**src/hw/rtl/assert_macros.svh**
```systemverilog
// assertion macros used by glb_container_validator.sv
// no dependencies; bodies are empty when SYNTHESIS is defined
`ifndef ASSERT_MACROS_SVH
`define ASSERT_MACROS_SVH
`ifndef SYNTHESIS
// property holds in the same cycle as its trigger
`define ASSERT_IMPLIES(label, clk, rst_n, ante, cons) \
    label: assert property (@(posedge clk) disable iff (!(rst_n)) (ante) |-> (cons)) \
        else $error("assertion failed");
// property holds in the cycle after its trigger
`define ASSERT_NEXT(label, clk, rst_n, ante, cons) \
    label: assert property (@(posedge clk) disable iff (!(rst_n)) (ante) |=> (cons)) \
        else $error("assertion failed");
`else
`define ASSERT_IMPLIES(label, clk, rst_n, ante, cons)
`define ASSERT_NEXT(label, clk, rst_n, ante, cons)
`endif
`endif

```
**src/hw/rtl/glbv_pkg.sv**
```systemverilog
// types and constants of the glb container validator
// no dependencies
`default_nettype none
package glbv_pkg;

    localparam logic [31:0] GLB_MAGIC     = 32'h46546C67;
    localparam logic [31:0] GLB_JSON      = 32'h4E4F534A;
    localparam logic [31:0] GLB_BIN       = 32'h004E4942;
    localparam logic [31:0] GLB_VERSION   = 32'd2;
    localparam logic [31:0] HDR_BYTES     = 32'd12;
    localparam logic [31:0] MAGIC_END     = 32'd4;
    localparam logic [31:0] VERSION_END   = 32'd8;
    localparam logic [31:0] CHDR_BYTES    = 32'd8;
    localparam logic [31:0] CHDR_LEN_DONE = 32'd4;
    localparam logic [7:0]  OPEN_BRACE    = 8'h7B;

    // status codes, first failing check wins
    localparam logic [3:0] ST_OK      = 4'd0;
    localparam logic [3:0] ST_SMALL   = 4'd1;
    localparam logic [3:0] ST_MAGIC   = 4'd2;
    localparam logic [3:0] ST_VERSION = 4'd3;
    localparam logic [3:0] ST_LENGTH  = 4'd4;
    localparam logic [3:0] ST_CHDR    = 4'd5;
    localparam logic [3:0] ST_PAYLOAD = 4'd6;
    localparam logic [3:0] ST_ALIGN   = 4'd7;
    localparam logic [3:0] ST_DUPJSON = 4'd8;
    localparam logic [3:0] ST_TYPE    = 4'd9;
    localparam logic [3:0] ST_NOJSON  = 4'd10;
    localparam logic [3:0] ST_NOBIN   = 4'd11;
    localparam logic [3:0] ST_NOTOBJ  = 4'd12;

    localparam logic [1:0] CLS_OK      = 2'd0;
    localparam logic [1:0] CLS_INVALID = 2'd1;
    localparam logic [1:0] CLS_INCOMP  = 2'd2;

    typedef enum logic [1:0] {
        PH_HEADER,
        PH_CHDR,
        PH_PAYLOAD,
        PH_DONE
    } phase_t;

    typedef struct packed {
        logic       last_byte;
        logic [7:0] data_byte;
    } in_item_t;

    // packed so that status_code sits in the lowest bits
    typedef struct packed {
        logic [31:0] json_length;
        logic [31:0] json_offset;
        logic [1:0]  status_class;
        logic [3:0]  status_code;
    } result_t;

    function automatic logic [1:0] class_of(input logic [3:0] code);
        logic [1:0] cls;
        case (code) inside
            ST_OK:                       cls = CLS_OK;
            ST_VERSION, ST_TYPE, ST_NOBIN: cls = CLS_INCOMP;
            default:                     cls = CLS_INVALID;
        endcase
        return cls;
    endfunction

endpackage
`default_nettype wire

```
**src/hw/rtl/glbv_in_stage.sv**
```systemverilog
// input register of the glb validator, one request deep
// depends on glbv_pkg
`default_nettype none
module glbv_in_stage (
    input  wire                 aclk,
    input  wire                 aresetn,
    input  wire                 s_tvalid,
    output logic                s_tready,
    input  wire  [7:0]          s_tdata,   // data_byte
    input  wire                 s_tlast,   // last_byte
    input  wire                 step_en,
    output logic                item_valid,
    output glbv_pkg::in_item_t  item
);

    logic               valid_reg, valid_next;
    glbv_pkg::in_item_t item_reg;

    // take a new request when empty or when the held one moves on
    assign s_tready = !valid_reg || step_en;

    always_comb begin
        valid_next = valid_reg;
        if (s_tvalid && s_tready) begin
            valid_next = 1'b1;
        end else if (step_en) begin
            valid_next = 1'b0;
        end
    end

    always_ff @(posedge aclk) begin
        if (!aresetn) begin
            valid_reg <= 1'b0;
        end else begin
            valid_reg <= valid_next;
        end
    end

    always_ff @(posedge aclk) begin
        if (s_tvalid && s_tready) begin
            item_reg.data_byte <= s_tdata;
            item_reg.last_byte <= s_tlast;
        end
    end

    assign item_valid = valid_reg;
    assign item       = item_reg;

endmodule
`default_nettype wire

```
**src/hw/rtl/glbv_core.sv**
```systemverilog
// per-byte parse state of the glb container and the final status decision
// depends on glbv_pkg
`default_nettype none
module glbv_core (
    input  wire                 aclk,
    input  wire                 aresetn,
    input  wire                 step_en,
    input  glbv_pkg::in_item_t  item,
    output glbv_pkg::result_t   result
);

    logic [31:0]      bc_reg, bc_next;
    logic             ovr_reg, ovr_next;
    logic [31:0]      word_reg, word_next;
    logic [31:0]      decl_reg, decl_next;
    glbv_pkg::phase_t phase_reg, phase_next;
    logic [31:0]      rem_reg, rem_next;
    logic [31:0]      held_reg, held_next;
    logic [3:0]       hdr_err_reg, hdr_err_next;
    logic [3:0]       pend_reg, pend_next;
    logic             seen_json_reg, seen_json_next;
    logic             seen_bin_reg, seen_bin_next;
    logic             first_ok_reg, first_ok_next;
    logic [31:0]      jstart_reg, jstart_next;
    logic [31:0]      jsize_reg, jsize_next;

    logic        do_begin;
    logic        chunk_fail;
    logic [31:0] room;
    logic [3:0]  code;

    always_comb begin
        bc_next        = bc_reg;
        ovr_next       = ovr_reg;
        word_next      = word_reg;
        decl_next      = decl_reg;
        phase_next     = phase_reg;
        rem_next       = rem_reg;
        held_next      = held_reg;
        hdr_err_next   = hdr_err_reg;
        pend_next      = pend_reg;
        seen_json_next = seen_json_reg;
        seen_bin_next  = seen_bin_reg;
        first_ok_next  = first_ok_reg;
        jstart_next    = jstart_reg;
        jsize_next     = jsize_reg;
        do_begin       = 1'b0;
        chunk_fail     = 1'b0;
        room           = '0;
        code           = glbv_pkg::ST_OK;
        result         = '0;

        if (ovr_reg || bc_reg == '1) begin
            ovr_next   = 1'b1;
            phase_next = glbv_pkg::PH_DONE;
        end else begin
            bc_next   = bc_reg + 32'd1;
            word_next = {item.data_byte, word_reg[31:8]};
            unique case (phase_reg)
                glbv_pkg::PH_HEADER: begin
                    if (bc_next == glbv_pkg::MAGIC_END && word_next != glbv_pkg::GLB_MAGIC) begin
                        hdr_err_next = glbv_pkg::ST_MAGIC;
                    end else if (bc_next == glbv_pkg::VERSION_END
                                 && word_next != glbv_pkg::GLB_VERSION
                                 && hdr_err_reg == glbv_pkg::ST_OK) begin
                        hdr_err_next = glbv_pkg::ST_VERSION;
                    end else if (bc_next == glbv_pkg::HDR_BYTES) begin
                        decl_next = word_next;
                        if (hdr_err_reg != glbv_pkg::ST_OK) begin
                            phase_next = glbv_pkg::PH_DONE;
                        end else begin
                            do_begin = 1'b1;
                        end
                    end
                end
                glbv_pkg::PH_CHDR: begin
                    rem_next = {28'd0, rem_reg[3:0] - 4'd1};
                    if (rem_next == glbv_pkg::CHDR_LEN_DONE) begin
                        held_next = word_next;
                    end else if (rem_next == '0) begin
                        // chunk header complete: word_next holds the type
                        room = decl_reg - bc_next;
                        if (bc_next > decl_reg || held_reg > room) begin
                            pend_next  = glbv_pkg::ST_PAYLOAD;
                            chunk_fail = 1'b1;
                        end else if (held_reg[1:0] != 2'b00) begin
                            pend_next  = glbv_pkg::ST_ALIGN;
                            chunk_fail = 1'b1;
                        end else if (word_next == glbv_pkg::GLB_JSON) begin
                            if (seen_json_reg) begin
                                pend_next  = glbv_pkg::ST_DUPJSON;
                                chunk_fail = 1'b1;
                            end else begin
                                seen_json_next = 1'b1;
                                jstart_next    = bc_next;
                                jsize_next     = held_reg;
                            end
                        end else if (word_next == glbv_pkg::GLB_BIN) begin
                            seen_bin_next = 1'b1;
                        end else begin
                            pend_next  = glbv_pkg::ST_TYPE;
                            chunk_fail = 1'b1;
                        end
                        if (chunk_fail) begin
                            phase_next = glbv_pkg::PH_DONE;
                        end else if (held_reg == '0) begin
                            do_begin = 1'b1;
                        end else begin
                            phase_next = glbv_pkg::PH_PAYLOAD;
                            rem_next   = held_reg;
                        end
                    end
                end
                glbv_pkg::PH_PAYLOAD: begin
                    if (seen_json_reg && jsize_reg != '0 && bc_reg == jstart_reg
                        && item.data_byte == glbv_pkg::OPEN_BRACE) begin
                        first_ok_next = 1'b1;
                    end
                    rem_next = rem_reg - 32'd1;
                    if (rem_next == '0) begin
                        do_begin = 1'b1;
                    end
                end
                glbv_pkg::PH_DONE: begin
                end
                default: begin
                end
            endcase
        end

        // next chunk starts at the current byte count
        if (do_begin) begin
            if (bc_next >= decl_next) begin
                phase_next = glbv_pkg::PH_DONE;
            end else if (decl_next - bc_next < glbv_pkg::CHDR_BYTES) begin
                pend_next  = glbv_pkg::ST_CHDR;
                phase_next = glbv_pkg::PH_DONE;
            end else begin
                phase_next = glbv_pkg::PH_CHDR;
                rem_next   = glbv_pkg::CHDR_BYTES;
            end
        end

        // final decision in check order
        if (!ovr_next && bc_next < glbv_pkg::HDR_BYTES) begin
            code = glbv_pkg::ST_SMALL;
        end else if (hdr_err_next != glbv_pkg::ST_OK) begin
            code = hdr_err_next;
        end else if (ovr_next || decl_next != bc_next) begin
            code = glbv_pkg::ST_LENGTH;
        end else if (pend_next != glbv_pkg::ST_OK) begin
            code = pend_next;
        end else if (!seen_json_next) begin
            code = glbv_pkg::ST_NOJSON;
        end else if (!seen_bin_next) begin
            code = glbv_pkg::ST_NOBIN;
        end else if (!first_ok_next) begin
            code = glbv_pkg::ST_NOTOBJ;
        end
        result.status_code  = code;
        result.status_class = glbv_pkg::class_of(code);
        result.json_offset  = seen_json_next ? jstart_next : '0;
        result.json_length  = seen_json_next ? jsize_next : '0;

        // a finished file leaves everything as after reset
        if (item.last_byte) begin
            bc_next        = '0;
            ovr_next       = 1'b0;
            word_next      = '0;
            decl_next      = '0;
            phase_next     = glbv_pkg::PH_HEADER;
            rem_next       = '0;
            held_next      = '0;
            hdr_err_next   = glbv_pkg::ST_OK;
            pend_next      = glbv_pkg::ST_OK;
            seen_json_next = 1'b0;
            seen_bin_next  = 1'b0;
            first_ok_next  = 1'b0;
            jstart_next    = '0;
            jsize_next     = '0;
        end
    end

    always_ff @(posedge aclk) begin
        if (!aresetn) begin
            bc_reg        <= '0;
            ovr_reg       <= 1'b0;
            word_reg      <= '0;
            decl_reg      <= '0;
            phase_reg     <= glbv_pkg::PH_HEADER;
            rem_reg       <= '0;
            held_reg      <= '0;
            hdr_err_reg   <= glbv_pkg::ST_OK;
            pend_reg      <= glbv_pkg::ST_OK;
            seen_json_reg <= 1'b0;
            seen_bin_reg  <= 1'b0;
            first_ok_reg  <= 1'b0;
            jstart_reg    <= '0;
            jsize_reg     <= '0;
        end else if (step_en) begin
            bc_reg        <= bc_next;
            ovr_reg       <= ovr_next;
            word_reg      <= word_next;
            decl_reg      <= decl_next;
            phase_reg     <= phase_next;
            rem_reg       <= rem_next;
            held_reg      <= held_next;
            hdr_err_reg   <= hdr_err_next;
            pend_reg      <= pend_next;
            seen_json_reg <= seen_json_next;
            seen_bin_reg  <= seen_bin_next;
            first_ok_reg  <= first_ok_next;
            jstart_reg    <= jstart_next;
            jsize_reg     <= jsize_next;
        end
    end

endmodule
`default_nettype wire

```
**src/hw/rtl/glb_container_validator.sv**
```systemverilog
// top level of the glb container validator: input register, parser, result register
// depends on glbv_pkg, glbv_in_stage, glbv_core and assert_macros.svh
//
// The validator takes a binary glTF file one byte per request on the s_ side,
// with s_tlast on the final byte, and checks the container: the 12-byte
// header (magic, version 2, declared length equal to the byte count) and the
// chain of chunk headers (bounds against the declared length, 4-byte
// alignment, a single JSON chunk, known chunk types, JSON and BIN both
// present, JSON payload opening with a brace). One result request leaves on
// the m_ side after each final byte; it carries the first failing check's
// code, its class, and the offset and length of the JSON payload. A byte is
// accepted in every cycle unless a final byte waits for the result slot;
// the rate is set by the state update between the input register and the
// parse state. A final byte passes through the input register and then the
// result register before m_tvalid rises. A final byte waits only while an
// earlier result is still held and m_tready is low. After each result the
// parser is back in its reset state, ready for the next file.
`default_nettype none
`include "assert_macros.svh"
module glb_container_validator (
    input  wire         aclk,
    input  wire         aresetn,
    input  wire         s_tvalid,
    output logic        s_tready,
    input  wire  [7:0]  s_tdata,   // [7:0] data_byte
    input  wire         s_tlast,   // last_byte
    output logic        m_tvalid,
    input  wire         m_tready,
    output logic [71:0] m_tdata    // [3:0] status_code, [5:4] status_class,
                                   // [37:6] json_offset, [69:38] json_length
);

    logic               item_valid;
    glbv_pkg::in_item_t item;
    glbv_pkg::result_t  step_result;
    logic               step_en;
    logic               res_load;

    logic               out_valid_reg, out_valid_next;
    glbv_pkg::result_t  out_data_reg;

    // a byte moves on unless it is a final byte and the result slot is full
    assign step_en  = item_valid && (!item.last_byte || !out_valid_reg || m_tready);
    assign res_load = step_en && item.last_byte;

    glbv_in_stage u_in_stage (
        .aclk       (aclk),
        .aresetn    (aresetn),
        .s_tvalid   (s_tvalid),
        .s_tready   (s_tready),
        .s_tdata    (s_tdata),
        .s_tlast    (s_tlast),
        .step_en    (step_en),
        .item_valid (item_valid),
        .item       (item)
    );

    glbv_core u_core (
        .aclk    (aclk),
        .aresetn (aresetn),
        .step_en (step_en),
        .item    (item),
        .result  (step_result)
    );

    // result register
    always_comb begin
        out_valid_next = out_valid_reg;
        if (res_load) begin
            out_valid_next = 1'b1;
        end else if (m_tready) begin
            out_valid_next = 1'b0;
        end
    end

    always_ff @(posedge aclk) begin
        if (!aresetn) begin
            out_valid_reg <= 1'b0;
        end else begin
            out_valid_reg <= out_valid_next;
        end
    end

    always_ff @(posedge aclk) begin
        if (res_load) begin
            out_data_reg <= step_result;
        end
    end

    assign m_tvalid = out_valid_reg;
    assign m_tdata  = {2'b00, out_data_reg};

    // a new result only follows a processed final byte
    `ASSERT_IMPLIES(a_result_from_last, aclk, aresetn, $rose(m_tvalid),
        $past(res_load))
    // a held result is never overwritten
    `ASSERT_IMPLIES(a_no_overwrite, aclk, aresetn, m_tvalid && !m_tready, !res_load)
    // class is zero exactly when the code is zero
    `ASSERT_IMPLIES(a_class_code, aclk, aresetn, m_tvalid,
        (out_data_reg.status_code == glbv_pkg::ST_OK) ==
        (out_data_reg.status_class == glbv_pkg::CLS_OK))

endmodule
`default_nettype wire

```
**config.mk**
```make
export PLATFORM = sky130hd
export DESIGN_NAME = glb_container_validator
export DESIGN_NICKNAME = d
export VERILOG_FILES = /design/src/hw/rtl/glbv_pkg.sv /design/src/hw/rtl/glbv_in_stage.sv /design/src/hw/rtl/glbv_core.sv /design/src/hw/rtl/glb_container_validator.sv
export VERILOG_INCLUDE_DIRS = /design/src /design/src/hw/rtl
export SDC_FILE = /design/constraint.sdc
export NUM_CORES = 1
export LEC_CHECK = 0
export CORE_ASPECT_RATIO = 1.1
export CORE_MARGIN = 8
export CORE_UTILIZATION = 35
export DETAILED_ROUTE_END_ITERATION = 10
export DONT_BUFFER_PORTS = 1
export GPL_TIMING_DRIVEN = 0
export PLACE_DENSITY = 0.46
export SLEW_MARGIN = 20
export SYNTH_ARGS = -nofsm -noshare
export SYNTH_HDL_FRONTEND = slang
export SYNTH_SLANG_ARGS = --single-unit
export TNS_END_PERCENT = 10
```
**constraint.sdc**
```tcl
create_clock -name aclk -period 9.7 [get_ports aclk]
set_clock_uncertainty 0.05 [all_clocks]
set_input_delay 1.94 -clock aclk [delete_from_list [all_inputs] [get_ports aclk]]
set_output_delay 1.94 -clock aclk [all_outputs]
set_load 0.05 [all_outputs]
```
Word level (Yosys, flattened, before mapping)
Cells that the tools add are included.
{"block": "totals", "input_bits": 13, "word_cells": 226, "reg_bits": 319}
{"block": "op_classes", "n_reduce_logical": 40, "n_mux": 129, "addsub": 5, "n_eq_ne": 25, "order_cmp": 5}
{"operator": "$mux W32", "count": 41}
{"operator": "$mux W4", "count": 25}
{"operator": "$eq A32 B4 Y1 const B", "count": 2}
{"operator": "$gt A32 B32 Y1", "count": 2}
{"operator": "$logic_not A32 Y1", "count": 2}
{"operator": "$lt A32 B4 Y1 const B", "count": 2}
{"operator": "$pmux W32 S2", "count": 1}
{"operator": "$sub A32 B32 Y32", "count": 2}
{"operator": "$mux W1", "count": 46}
{"operator": "$add A32 B1 Y32 const B", "count": 1}
{"operator": "$eq A32 B23 Y1 const B", "count": 1}
{"operator": "$eq A32 B3 Y1 const B", "count": 1}
{"operator": "$eq A32 B31 Y1 const B", "count": 1}
{"operator": "$eq A32 B32 Y1", "count": 1}
{"operator": "$eq A32 B32 Y1 const B", "count": 1}
{"operator": "$ge A32 B32 Y1", "count": 1}
{"operator": "$ne A32 B2 Y1 const B", "count": 1}
{"operator": "$ne A32 B31 Y1 const B", "count": 1}
{"operator": "$ne A32 B32 Y1", "count": 1}
{"operator": "$reduce_bool A32 Y1", "count": 1}
{"operator": "$sub A32 B1 Y32 const B", "count": 1}
{"operator": "$mux W2", "count": 14}
{"operator": "$ne A5 B2 Y1 const B", "count": 3}
{"operator": "$ne A5 B3 Y1 const B", "count": 3}
{"operator": "23 further kinds", "count": 49}

Logic depth before layout (Yosys ltp)
{"block": "logic_depth", "word_depth": 23, "mapped_depth": 34, "ltp_nobuf": 32}

By module
A second synthesis with hierarchy kept.
{"block": "unflattened", "cells_unflattened": 2549, "hier_area_um2": 20907.6}
{"mod": "glbv_core", "cells_each": 2455, "instances": 1, "area_per_inst_um2": 18403.9}
{"mod": "glb_container_validator", "cells_each": 80, "instances": 1, "area_per_inst_um2": 2175.8}
{"mod": "glbv_in_stage", "cells_each": 14, "instances": 1, "area_per_inst_um2": 327.8}

Least setup slack after synthesis
Ideal clock, no wire load.
{"block": "synth_path", "path_type": "register to register", "startpoint": "reg u_core.bc_reg[2]", "endpoint": "reg u_core.rem_reg[16]", "path_stages_with_launch": 28, "required_time_ns": 9.582, "t_arrival_ns": 7.055, "setup_time_ns": 0.068, "slack_ns": 2.527, "path_cell_list": "dfxtp_1 -> clkbuf_1 -> and4_1 -> nand3_1 -> or4_1 -> xnor2_1 -> nor4_1 -> nand2_1 -> or4_1 -> clkbuf_1 -> buf_1 -> mux2_2 -> ha_1 -> buf_6 -> a21oi_2 -> o21ai_2 -> a2111oi_2 -> nand4_1 -> or4_4 -> a2111oi_4 -> nand4_1 -> or4_4 -> o31a_1 -> o21ai_1 -> and2_1 -> buf_6 -> buf_12 -> o2bb2ai_2"}
{"block": "synth_between", "elab_chain_cells": 18, "word_cells_on_any_way": 44}
{"element": "from (decl)", "line_no": "glbv_core.sv:12", "source": "logic [31:0] bc_reg, bc_next;"}
{"element": "from (signal assigned)", "line_no": "glbv_core.sv:201", "source": "bc_reg <= bc_next;"}
{"element": "$add A32 B1 Y32", "line_no": "glbv_core.sv:57", "source": "bc_next = bc_reg + 32'd1;"}
{"element": "$sub A32 B32 Y32", "line_no": "glbv_core.sv:82", "source": "room = decl_reg - bc_next;"}
{"element": "$gt A32 B32 Y1", "line_no": "glbv_core.sv:83", "source": "if (bc_next > decl_reg || held_reg > room) begin"}
{"element": "$logic_or A1 B1 Y1", "line_no": "glbv_core.sv:83"}
{"element": "$mux W1", "line_no": "glbv_core.sv:83"}
{"element": "$mux W1", "line_no": "glbv_core.sv:80", "source": "end else if (rem_next == '0) begin"}
{"element": "$mux W1", "line_no": "glbv_core.sv:78", "source": "if (rem_next == glbv_pkg::CHDR_LEN_DONE) begin"}
{"element": "$mux W1", "line_no": "glbv_core.sv:59", "source": "unique case (phase_reg)"}
{"element": "[... 2 more ...]"}
{"element": "$mux W32", "line_no": "glbv_core.sv:80"}
{"element": "$mux W32", "line_no": "glbv_core.sv:78"}
{"element": "$pmux W32 S2", "line_no": "glbv_core.sv:59"}
{"element": "$mux W32", "line_no": "glbv_core.sv:53", "source": "if (ovr_reg || bc_reg == '1) begin"}
{"element": "$mux W32", "line_no": "glbv_core.sv:135", "source": "end else if (decl_next - bc_next < glbv_pkg::CHDR_BYTES) begin"}
{"element": "$mux W32", "line_no": "glbv_core.sv:133", "source": "if (bc_next >= decl_next) begin"}
{"element": "$mux W32 (*)", "line_no": "glbv_core.sv:132", "source": "if (do_begin) begin"}
{"element": "$mux W32 (*)", "line_no": "glbv_core.sv:166", "source": "if (item.last_byte) begin"}
{"element": "to (signal assigned)", "line_no": "glbv_core.sv:206", "source": "rem_reg <= rem_next;"}
{"element": "to (decl)", "line_no": "glbv_core.sv:17", "source": "logic [31:0] rem_reg, rem_next;"}
Mark *: on every way between the ends. The rest lies on a longest branch, timed or not. The select of a mux whose other input is x is not followed.
A chain may end at the register's enable or synchronous reset.

Final worst setup path
{"block": "layout_path", "startpoint": "reg u_core.bc_reg[0]", "endpoint": "reg u_core.jsize_reg[15]"}
{"block": "layout_between", "elab_chain_cells": 10, "word_cells_on_any_way": 13}
{"element": "$add A32 B1 Y32", "line_no": "glbv_core.sv:57"}
{"element": "$sub A32 B32 Y32", "line_no": "glbv_core.sv:82"}
{"element": "$gt A32 B32 Y1", "line_no": "glbv_core.sv:83"}
{"element": "$logic_or A1 B1 Y1", "line_no": "glbv_core.sv:83"}
{"element": "$mux W32", "line_no": "glbv_core.sv:83"}
{"element": "$mux W32", "line_no": "glbv_core.sv:80"}
{"element": "$mux W32", "line_no": "glbv_core.sv:78"}
{"element": "$mux W32", "line_no": "glbv_core.sv:59"}
{"element": "$mux W32 (*)", "line_no": "glbv_core.sv:53"}
{"element": "$mux W32 (*)", "line_no": "glbv_core.sv:166"}
{"element": "to (signal assigned)", "line_no": "glbv_core.sv:214", "source": "jsize_reg <= jsize_next;"}
{"element": "to (decl)", "line_no": "glbv_core.sv:25", "source": "logic [31:0] jsize_reg, jsize_next;"}
Mark *: on every way between the ends. The rest lies on a longest branch, timed or not.

==> impl_metrics.py <==
metrics = {
    "outcome": {
        "status": "finished, final reports clean",
    },
    "timing": {
        "finalWorstPathRequiredPeriod_ps": 9360,
        "fmax_mhz": 107,
        "fin_crit_sh": 0.965,
        "setup_viol": 0,
        "worstMarginPinSlew_ps": 1130,
        "final.setup.tns_ps": 0,
        "slew_headroom": 0.249,
        "hold_viol": 0,
        "slew_viol_final": 0,
    },
    "placement": {
        "dp_hpwl_mm": 73.2,
        "gp_congestion": 0.953,
        "post_dp_cell_area_sq_mm": 0.0222,
        "port_buffers": 0,
    },
    "setup_path": {
        "worstReg2RegStart": "u_core.bc_reg[0]",
        "worst_setup_path_end_kind": "flop",
        "r2r_setup_slack_ps": 340,
        "startpoint": "u_core.bc_reg[0]",
        "cp-start-kind": "flop",
        "cp_slowest_stage_delay_ps": 450,
        "worstRegToRegCells": 34,
        "cp.required_ps": 10140,
        "critical_path_class": "flop to flop",
        "critical_path.max_fanout": 10,
        "critPathSlowestCell": "nor2_2",
        "cp.arrival_ps": 9800,
        "crit_path_frequent_cell": "a21o_1",
    },
    "global_route": {
        "grt_max_degree": 52,
        "grtUsageTotal": 0.257,
        "grt_pass1_vias": 19474,
        "grt.overflow.total": 0,
        "antenna_found_initial": 1,
        "grt_first_pass_wirelength_mm": 133,
    },
    "yosys": {
        "synthTopCellsByArea": "dfxtp_1 22%, edfxtp_1 11%, a22oi_1 6.3%, ha_1 6.1%, nor2b_1 5.3%",
        "yosys_most_used_dff": "dfxtp_1",
        "postSynthAreaPerCell_sq_um": 8.27,
        "synth_cells": 2564,
        "ys_seq_elements": 311,
        "synth_common_cells": "282 x nand2_1, 232 x dfxtp_1, 181 x nor2b_1",
        "seq_area_frac_synth": 0.331,
        "synth_cell_types": 89,
        "syn-cell-area_sq_mm": 0.0212,
        "yosysTopAreaCell": "dfxtp_1",
        "synth_top_cell_area_share": 0.219,
        "ys_async_sr_fraction": 0,
        "synth_warnings": 0,
        "synth_edf_count": 79,
        "yosysMostFrequentCell": "nand2_1",
    },
    "cells_and_area": {
        "utilization": 0.394,
        "antenna_cells": 0,
        "fin_nets": 2727,
        "drive_gt1_frac": 0.0796,
        "final_area_sq_mm": 0.0236,
        "area_growth_syn_to_layout_pct": 11.2,
        "largest_register_ffs": 70,
    },
    "power_and_ir_drop": {
        "combPwrFrac": 0.076,
        "pwr-share-clk": 0.469,
        "p_leak_nw": 8.50,
        "power.share.sequential": 0.455,
        "p_per_area_mw_per_mm2": 126,
        "p_sw_mw": 0.774,
        "ir_drop_mv": 0.129,
        "p_int_mw": 2.21,
        "switching_share": 0.260,
    },
    "clocking": {
        "clkTransAtPathRegs_ps": 60,
        "cts_hold_buf": 0,
        "htreeDepth": 2,
        "clkLatencyLatePin_ps": 580,
        "clock_sinks": 311,
        "numCtsBuffers": 39,
        "cts_buffer_depth": 3,
        "cts_root_buffer": "clkbuf_16",
        "cts_tree": "built",
    },
    "run": {
        "max-cap-violations": 0,
    },
    "die": {
        "start_util": 0.354,
        "num_io_pins": 87,
        "die_area_sq_mm": 0.0687,
        "rows": 94,
        "core-area_sq_mm": 0.0599,
        "die_h_microns": 274,
        "die_w_microns": 251,
    },
    "route": {
        "drtIter0Drc": 1817,
        "dr.pass1.iters": 5,
        "drc": 0,
        "ant_nets": 0,
        "vias": 20226,
        "totalWireLength_mm": 91.5,
        "viasPerCell": 5.94,
        "avgRoutedWirePerCell_microns": 26.9,
    },
    "min_path": {
        "hp-class": "flop to flop",
        "min_path_cells": 2,
        "hp-start": "u_core.hdr_err_reg[2]",
    },
}
[metrics by stage]
stage / setup WS [ps] / hold slack [ps] / power [mW] / std cells
2_1_floorplan: 2530 / 380 / 1.52 / 2565
3_3_place_gp: -2500 / 401 / 1.60 / 3333
3_5_place_dp: -1150 / 409 / 1.61 / 3336
4_1_cts: 10.3 / 418 / 3.01 / 3404
5_1_grt: -6.07 / 442 / 3.08 / 3406
6_report: 340 / 423 / 2.98 / 3406
[final cells by class]
type / count / area, sq um
Buffer: 172 / 766
Inverter: 89 / 337
Tap cell: 768 / 961
Multi-Input combinational cell: 1991 / 13200
Fill cell: 6183 / 36300
Clock buffer: 52 / 1070
Clock inverter: 18 / 136
Timing Repair Buffer: 5 / 68.8
Sequential cell: 311 / 7020
[what timing repair did]
item,4_1_cts,5_1_grt
pin swaps,0,3
buffers inserted,0,2
setup endpoints to repair,166,162
resized for setup,16,24
gates cloned,0,0
[cells by family (layout without fill, tap and decap cells)]
logic type	Yosys count	in the layout	synth area share
AO/OA/AOI/OAI	670	670	0.215
XOR/XNOR	155	155	0.0640
adder cells (fa/ha/maj)	105	105	0.0623
buffers and inverters	263	336	0.0516
flip-flops	311	311	0.331
multiplexers	41	41	0.0213
other	1	2	0.000177
AND/OR/NAND/NOR	1018	1018	0.255
[final timing paths]
path	to
worst max register to register	u_core.jsize_reg[15]
worst min register to register	u_core.hdr_err_reg[2]
worst min-delay path	u_core.hdr_err_reg[2]
worst max-delay path	u_core.jsize_reg[15]
[cell usage in the layout (no fill, tap or decap), types with 33 or more instances in the layout]
| master | synthesis | routed |
|---|---|---|
| nor3_1 | 64 | 60 |
| a22oi_1 | 178 | 178 |
| a21oi_1 | 167 | 167 |
| nand2_1 | 282 | 282 |
| and2_1 | 48 | 48 |
| nor2_1 | 115 | 112 |
| o21ai_0 | 85 | 84 |
| dfxtp_1 | 232 | 229 |
| inv_1 | 89 | 88 |
| nand3_1 | 52 | 51 |
| xor2_1 | 57 | 55 |
| nor4_1 | 53 | 52 |
| xnor2_1 | 98 | 96 |
| nor2b_1 | 181 | 181 |
| mux2_2 | 33 | 33 |
| nand4_1 | 71 | 71 |
| ha_1 | 104 | 104 |
| edfxtp_1 | 79 | 79 |
| clkbuf_1 | 131 | 131 |
| clkbuf_16 | 0 | 40 |
[power groups by stage]
stage                     Sequential, mW  Combinational (mW)  Clock [mW]
after detailed placement            1.39               0.220           0
after global routing                1.36               0.240        1.48
after CTS                           1.36               0.221        1.43
final                               1.36               0.225        1.40
after global placement              1.39               0.217           0
after floorplan                     1.38               0.140           0
[worst max-delay path: cells and delay by family (launching register included)]
family	cells	cell delay [ps]
AOI/OAI and AO/OA	15	3480
and+or+nand+nor	10	2810
buffers and inverters	5	1360
adders and majority gates	2	630
xor gates and xnor gates	2	520
DFF	1	370
[layer usage]
metal	part of all wire	up-vias	global-route usage
li1	-	9492	-
met1	0.43	9836	0.332
met2	0.46	725	0.418
met3	0.054	173	0.0295
met4	0.061	0	0.141
met5	0	-	0
Power figures use the tool's default switching activity.
